===== src/rtl/rasmr_pkg.sv =====
`default_nettype none
package rasmr_pkg;
  localparam int unsigned OpW  = 16;
  localparam int unsigned NumW = 33;
  localparam int unsigned DenW = 32;
  localparam int unsigned MagW = 2 * OpW + 1;
  localparam int unsigned QDepth = 2;

  localparam logic [1:0] OP_ADD = 2'd0;
  localparam logic [1:0] OP_SUB = 2'd1;
  localparam logic [1:0] OP_MUL = 2'd2;

  typedef struct packed {
    logic [1:0]     op;
    logic [OpW-1:0] a_num;
    logic [OpW-1:0] a_den;
    logic [OpW-1:0] b_num;
    logic [OpW-1:0] b_den;
  } item_t;

  typedef struct packed {
    logic [NumW-1:0] res_num;
    logic [DenW-1:0] res_den;
  } result_t;
endpackage
`default_nettype wire


===== src/rtl/rasmr_front.sv =====
`default_nettype none
// input queue between the accepting side and the arithmetic unit
module rasmr_front (
  input  wire logic             clk_i,
  input  wire logic             rst_ni,
  input  wire logic             push_i,
  output logic                  full_o,
  input  wire rasmr_pkg::item_t item_i,
  output logic                  valid_o,
  input  wire logic             take_i,
  output rasmr_pkg::item_t      item_o
);
  rasmr_pkg::item_t mem_q [rasmr_pkg::QDepth];
  logic wp_q, rp_q;
  logic [1:0] cnt_q;
  logic wr, rd;

  assign full_o  = (cnt_q == 2'(rasmr_pkg::QDepth));
  assign valid_o = (cnt_q != 2'd0);
  assign item_o  = mem_q[rp_q];
  assign wr = push_i && !full_o;
  assign rd = take_i && valid_o;

  always_ff @(posedge clk_i) begin
    if (wr) begin
      mem_q[wp_q] <= item_i;
    end
  end

  always_ff @(posedge clk_i or negedge rst_ni) begin
    if (!rst_ni) begin
      wp_q  <= 1'b0;
      rp_q  <= 1'b0;
      cnt_q <= 2'd0;
    end else begin
      if (wr) wp_q <= ~wp_q;
      if (rd) rp_q <= ~rp_q;
      cnt_q <= cnt_q + 2'(wr) - 2'(rd);
    end
  end
endmodule
`default_nettype wire


===== src/rtl/rasmr_back.sv =====
`default_nettype none
// products, then euclid gcd and, when the gcd exceeds one, two exact divides with one restoring divider
module rasmr_back (
  input  wire logic             clk_i,
  input  wire logic             rst_ni,
  input  wire logic             valid_i,
  output logic                  take_o,
  input  wire rasmr_pkg::item_t item_i,
  output logic                  empty_o,
  input  wire logic             pop_i,
  output rasmr_pkg::result_t    res_o
);
  localparam int unsigned M = rasmr_pkg::MagW;
  localparam int unsigned CW = $clog2(M + 1);

  localparam logic [3:0] S_IDLE = 4'd0;
  localparam logic [3:0] S_P1   = 4'd1;
  localparam logic [3:0] S_P2   = 4'd2;
  localparam logic [3:0] S_P3   = 4'd3;
  localparam logic [3:0] S_GST  = 4'd4;
  localparam logic [3:0] S_GDIV = 4'd5;
  localparam logic [3:0] S_NST  = 4'd6;
  localparam logic [3:0] S_NDIV = 4'd7;
  localparam logic [3:0] S_DDIV = 4'd8;
  localparam logic [3:0] S_OUT  = 4'd9;

  logic [3:0] st_q;
  rasmr_pkg::item_t it_q;
  logic signed [2*rasmr_pkg::OpW:0] p_q;
  logic signed [M-1:0] num_q, den_q;
  logic [M-1:0] sml_q;
  // divider: dividend shifted into quotient, remainder register
  logic [M-1:0] dq_q, rem_q, dvs_q;
  logic [CW-1:0] cnt_q;
  logic out_v_q;
  rasmr_pkg::result_t out_q;
  logic [M:0] trial;
  logic [M:0] rsh;
  logic signed [rasmr_pkg::OpW:0] bn_x;
  logic [M-1:0] nmag, dmag;
  logic neg_n, neg_d;

  assign nmag = num_q[M-1] ? M'(-num_q) : M'(num_q);
  assign dmag = den_q[M-1] ? M'(-den_q) : M'(den_q);
  assign rsh   = {rem_q, dq_q[M-1]};
  assign trial = rsh - {1'b0, dvs_q};
  assign bn_x  = it_q.op == rasmr_pkg::OP_SUB ? -$signed({it_q.b_num[rasmr_pkg::OpW-1],
                 it_q.b_num}) : $signed({it_q.b_num[rasmr_pkg::OpW-1], it_q.b_num});
  assign take_o  = (st_q == S_IDLE) && valid_i;
  assign empty_o = !out_v_q;
  assign res_o   = out_q;
  assign neg_n = num_q[M-1];
  assign neg_d = den_q[M-1];

  always_ff @(posedge clk_i or negedge rst_ni) begin
    if (!rst_ni) begin
      st_q    <= S_IDLE;
      out_v_q <= 1'b0;
      cnt_q   <= '0;
    end else begin
      if (pop_i && out_v_q) out_v_q <= 1'b0;
      unique case (st_q)
        S_IDLE: if (valid_i) st_q <= S_P1;
        S_P1:   st_q <= S_P2;
        S_P2:   st_q <= S_P3;
        S_P3:   st_q <= S_GST;
        S_GST: begin
          if (nmag == '0 || dmag == '0) st_q <= S_NST;
          else st_q <= S_GDIV;
          cnt_q <= CW'(M);
        end
        S_GDIV: begin
          if (cnt_q == '0) begin
            if (rem_q == '0) st_q <= S_NST;
            cnt_q <= CW'(M);
          end else begin
            cnt_q <= cnt_q - CW'(1);
          end
        end
        S_NST: begin
          if (sml_q > M'(1)) st_q <= S_NDIV;
          else st_q <= S_OUT;
          cnt_q <= CW'(M);
        end
        S_NDIV: begin
          if (cnt_q == '0) begin
            st_q <= S_DDIV;
            cnt_q <= CW'(M);
          end else cnt_q <= cnt_q - CW'(1);
        end
        S_DDIV: begin
          if (cnt_q == '0) st_q <= S_OUT;
          else cnt_q <= cnt_q - CW'(1);
        end
        S_OUT: if (!out_v_q) begin
          out_v_q <= 1'b1;
          st_q <= S_IDLE;
        end
        default: st_q <= S_IDLE;
      endcase
    end
  end

  always_ff @(posedge clk_i) begin
    unique case (st_q)
      S_IDLE: if (valid_i) it_q <= item_i;
      S_P1: begin
        // numerator first product
        if (it_q.op[1]) p_q <= (2*rasmr_pkg::OpW+1)'($signed(it_q.a_num) *
                                                     $signed(it_q.b_num));
        else p_q <= (2*rasmr_pkg::OpW+1)'($signed(it_q.a_num) * $signed(it_q.b_den));
      end
      S_P2: begin
        num_q <= M'(p_q);
        if (!it_q.op[1]) p_q <= (2*rasmr_pkg::OpW+1)'(bn_x * $signed(it_q.a_den));
        else p_q <= '0;
      end
      S_P3: begin
        num_q <= num_q + M'(p_q);
        den_q <= M'($signed(it_q.a_den) * $signed(it_q.b_den));
      end
      S_GST: begin
        if (nmag == '0 || dmag == '0) begin
          sml_q <= nmag | dmag;
        end else begin
          sml_q <= (nmag > dmag) ? dmag : nmag;
          dq_q  <= (nmag > dmag) ? nmag : dmag;
          dvs_q <= (nmag > dmag) ? dmag : nmag;
          rem_q <= '0;
        end
      end
      S_GDIV: begin
        if (cnt_q != '0) begin
          dq_q <= {dq_q[M-2:0], !trial[M]};
          rem_q <= trial[M] ? rsh[M-1:0] : trial[M-1:0];
        end else if (rem_q != '0) begin
          // next euclid round: (small, rem)
          dq_q  <= sml_q;
          dvs_q <= rem_q;
          sml_q <= rem_q;
          rem_q <= '0;
        end
      end
      S_NST: begin
        dq_q  <= nmag;
        dvs_q <= sml_q;
        rem_q <= '0;
      end
      S_NDIV: begin
        if (cnt_q != '0) begin
          dq_q <= {dq_q[M-2:0], !trial[M]};
          rem_q <= trial[M] ? rsh[M-1:0] : trial[M-1:0];
        end else begin
          num_q <= neg_n ? -$signed(dq_q) : $signed(dq_q);
          dq_q  <= dmag;
          rem_q <= '0;
        end
      end
      S_DDIV: begin
        if (cnt_q != '0) begin
          dq_q <= {dq_q[M-2:0], !trial[M]};
          rem_q <= trial[M] ? rsh[M-1:0] : trial[M-1:0];
        end else begin
          den_q <= neg_d ? -$signed(dq_q) : $signed(dq_q);
        end
      end
      S_OUT: begin
        // a word still waiting for pop keeps its value
        if (!out_v_q) begin
          out_q.res_num <= rasmr_pkg::NumW'(num_q);
          out_q.res_den <= rasmr_pkg::DenW'(den_q);
        end
      end
      default: ;
    endcase
  end
endmodule
`default_nettype wire


===== src/rtl/rational_add_sub_mul_reduce_core.sv =====
`default_nettype none
// channel  | valid/ready   | fields
// input    | push/full     | op_i a_num_i a_den_i b_num_i b_den_i
// result   | empty/pop     | res_num_o res_den_o
// an item passes accept, the product states P1 to P3 and gcd setup, then one
// restoring divider run per euclid step, and two more runs for the final divides
// when the gcd exceeds one; the euclid step count of the data sets how long
// an item takes
// a two-word input queue keeps accepting, until full, while the divider works
// a word waiting for pop holds the back end in its output state
// async active-low reset empties queue and result register
module rational_add_sub_mul_reduce_core (
  input  wire logic                        clk_i,
  input  wire logic                        rst_ni,
  input  wire logic                        push,
  output logic                             full,
  input  wire logic [1:0]                  op_i,
  input  wire logic [rasmr_pkg::OpW-1:0]   a_num_i,
  input  wire logic [rasmr_pkg::OpW-1:0]   a_den_i,
  input  wire logic [rasmr_pkg::OpW-1:0]   b_num_i,
  input  wire logic [rasmr_pkg::OpW-1:0]   b_den_i,
  output logic                             empty,
  input  wire logic                        pop,
  output logic [rasmr_pkg::NumW-1:0]       res_num_o,
  output logic [rasmr_pkg::DenW-1:0]       res_den_o
);
  rasmr_pkg::item_t in_w, q_w;
  rasmr_pkg::result_t res_w;
  logic q_v, q_take;

  assign in_w = '{op: op_i, a_num: a_num_i, a_den: a_den_i, b_num: b_num_i, b_den: b_den_i};

  rasmr_front u_front (
    .clk_i, .rst_ni, .push_i(push), .full_o(full), .item_i(in_w),
    .valid_o(q_v), .take_i(q_take), .item_o(q_w)
  );

  rasmr_back u_back (
    .clk_i, .rst_ni, .valid_i(q_v), .take_o(q_take), .item_i(q_w),
    .empty_o(empty), .pop_i(pop), .res_o(res_w)
  );

  assign res_num_o = res_w.res_num;
  assign res_den_o = res_w.res_den;
endmodule
`default_nettype wire


===== config.mk =====
export PLATFORM = sky130hd
export DESIGN_NAME = rational_add_sub_mul_reduce_core
export DESIGN_NICKNAME = d
export VERILOG_FILES = /design/src/rtl/rasmr_pkg.sv /design/src/rtl/rasmr_front.sv /design/src/rtl/rasmr_back.sv /design/src/rtl/rational_add_sub_mul_reduce_core.sv
export SDC_FILE = /design/constraint.sdc
export NUM_CORES = 2
export LEC_CHECK = 0
export BUFFER_PORTS_ARGS = -buffer_cell sky130_fd_sc_hd__buf_2
export CAP_MARGIN = 20
export CELL_PAD_IN_SITES_DETAIL_PLACEMENT = 1
export CELL_PAD_IN_SITES_GLOBAL_PLACEMENT = 2
export CORE_MARGIN = 1.5
export CORE_UTILIZATION = 45
export CTS_CLUSTER_DIAMETER = 150
export DETAILED_ROUTE_END_ITERATION = 6
export PLACE_DENSITY_LB_ADDON = 0.1
export SLEW_MARGIN = 25
export SYNTH_ARGS = -nofsm -noshare
export SYNTH_HDL_FRONTEND = slang
export SYNTH_SLANG_ARGS = --single-unit

===== constraint.sdc =====
create_clock -name clk_i -period 21.9 [get_ports clk_i]
set_input_delay 1.095 -clock clk_i [delete_from_list [all_inputs] [get_ports clk_i]]
set_output_delay 1.095 -clock clk_i [all_outputs]
set_load 0.005 [all_outputs]

==> summary.md <==
| Metric | Value |
|---|---|
| Status | completed |
| Vias in the first global route | 56500 |
| Avg Inst Size Synth | 9.78 µm² |
| Global-route wire length before repair | 354 mm |
| Layout Cell Area excl Fill | 74300 µm² |
| Setup CP Type | reg -> reg |
| DIE WIDTH | 394 µm |
| Final hold vios | 0 |
| Hold Path Class | in -> async |
| Final Util | 48.9% |
| Flops & latches, synth | 509 |
| Root Driver | clkbuf_16 |
| Vias after detailed routing | 51100 |
| Reg clk slew, reported paths | 60 ps |
| Hold buffers post-CTS | 0 |
| CTS Buf Count | 66 |
| Detail Route Antenna Nets | 0 |
| Synth area leader | fa_1 |
| Vias/cell | 5.59 |
| H-tree Lvls | 3 |
| Prevailing post-synth register cell | edfxtp_1 |
| GRT Overall Usage | 30.1% |
| Routed len/inst | 24.9 µm |
| Core area | 152000 µm² |
| Largest cells by area after synthesis | fa_1, edfxtp_1, ha_1 |
| Max FO, Critical Path | 18 |
| CTS Buffer Depth | 3 |
| Die height | 394 µm |
| Most frequent cells in the layout | inv_1, fa_1, nand2_1 |
| Crit path DAT | 9430 ps |
| Count of flip-flops with a built-in enable after synthesis | 494 |
| Slew Viols, Final | 0 |
| Max Freq | 0.111 GHz |
| Clock sinks | 509 |
| Layout cells sized above 1 | 7.56% |
| Setup Skew | 30.0 ps |
| IO Count | 137 |
| Crit path time final | 9000 ps |
| Post-synth ARST share | 2.95% |
| Placed Area | 72000 µm² |
| Detailed Route Iter0 Violations | 3061 |
| Critical Path Max Stage Delay | 660 ps |
| Post-Syn Area | 68800 µm² |
| Startpoint Class | flip-flop |
| Antenna violations before repair | 14 |
| Setup TNS | 0 ps |
| RePlAce Congestion | 0.920 |
| Least-Margin Pin Slew | 1180 ps |
| Nets | 8653 |
| # DRC | 0 |
| Unrepaired setup endpoints after global routing | false |
| Unique cell type count in the Yosys netlist | 86 |
| CTS tree | yes |
| Seq/Total Area, Yosys | 22.1% |
| DRT Wirelength | 228 mm |
| Top-area cell type share of the netlist area | 31.0% |
| # fillers | 17000 |
| Slew margin rel. | 21.2% |
| Yosys Warn Count | 0 |
| CP required | 22330 ps |
| Post-CTS Resized | 0 |
| Leading cell type in the layout, fill and taps excluded | inv_1 |
| Synth-to-Final Area Change | 8.05% |
| Post-CTS Setup Bufs | 0 |
| Syn Nets | 8632 |
| Hpwl dp | 178 mm |
| Max Cap Viol | 0 |
| Crit end category | flip-flop |
| Grt total ovfl | 0 |
| Port bufs | 136 |
| Slowest cell on crit path | edfxtp_1 |
| First-pass DRT Iterations | 5 |
| Starting density of the core | 45.3% |
| Final setup violation count | 0 |
| Clock Latency Late Sink | 700 ps |
| Most used cell, CP | fa_1 |
| Largest net degree at the start of global routing | 84 |
| Std cell rows | 143 |
| Final Cycle Share | 41.1% |
| Cells after synthesis | 7028 |
| Die area | 155000 µm² |
-- cell usage after synthesis (77+ instances only) --
master    number
edfxtp_1     494
nand2_1      786
mux2_2        77
o21ai_0      251
inv_1       1276
and2_1       414
nand2b_1      89
clkbuf_1     305
nor2_1       225
a21o_1        90
xnor2_1      170
fa_1        1064
a21oi_1      230
xor2_1       150
nand3_1       89
ha_1         470
-- stage by stage --
step / instances / setup slack (ps) / hold slack (ps)
final: 9135 / 12900 / 432
after global routing: 9133 / 12300 / 432
after CTS: 9130 / 12880 / 402
after detailed placement: 9010 / 12950 / 515
after global placement: 9006 / 12960 / 490
after floorplan: 7028 / 13910 / 424
-- sequential cells by signal, indices dropped and copies added, names as in the netlist --
name,cells
u_back.num_q,33
u_front.wp_q,1
u_back.it_q,66
u_back.rem_q,33
u_back.p_q,33
u_back.dvs_q,33
u_back.st_q,4
u_back.cnt_q,6
u_back.sml_q,33
u_back.res_o,65
u_back.den_q,33
u_front.cnt_q,2
u_front.rp_q,1
u_front.mem_q,132
u_back.dq_q,33
u_back.out_v_q,1
-- path summary, 6_finish.rpt --
kind,startpoint,to,slack (ps),depth (start not counted)
worst max-delay path,u_back.it_q[17],u_back.p_q[32],12900,30
min in group clk_i,u_back.cnt_q[2],u_back.cnt_q[2],520,2
max in group asynchronous,rst_ni,u_front.rp_q,21010,1
worst max register to register,u_back.it_q[17],u_back.p_q[32],12900,30
worst min register to register,u_back.cnt_q[2],u_back.cnt_q[2],520,2
worst min-delay path,rst_ni,u_back.cnt_q[1],430,1
-- cells by family (layout without fill, tap and decap cells) --
kind of cell	count (synthesis)	count (layout)	synth area share [%]
xor gates and xnor gates	322	322	4.12
buffers and inverters	1614	1687	8.84
other	0	4	0
and+or+nand+nor	1900	1900	13.5
DFF	509	509	22.1
adders and majority gates	1534	1534	39.5
AOI/OAI and AO/OA	1025	1025	9.92
muxes	124	124	1.95
-- final cells by class --
cell class              instances  area [µm²]  area share [%]
diodes                          4        10.0          0.0135
clock buffers                  77        1700            2.29
clock inverters                43         509           0.686
inverters                    1277        4800            6.46
multi-input cells            4905       47600            64.1
flip-flops and latches        509       15200            20.5
well taps                    2030        2540            3.42
repair buffers                290        1910            2.58
-- critical path: cells and delay by family, from the launching register on --
kind | cells | cell delay [ps]
adders and majority gates | 8 | 3460
AOI/OAI and AO/OA | 9 | 2170
and+or+nand+nor | 7 | 1650
buffers and inverters | 5 | 680
DFF | 1 | 660
xor gates and xnor gates | 1 | 100
-- per-layer routing --
metal	share of wire [%]	GRT usage [%]	wire length (µm)	vias to the layer above
met5	0	0	0	-
met4	5.0	13.1	11300	0
met3	3.6	3.02	8280	336
met2	49	51.8	113000	1078
met1	42	38.4	95600	26900
li1	-	-	-	22800
Power is left out: the tool's default activity adds up to more than one toggle a clock period on the data nets, which glitch-free logic cannot reach.
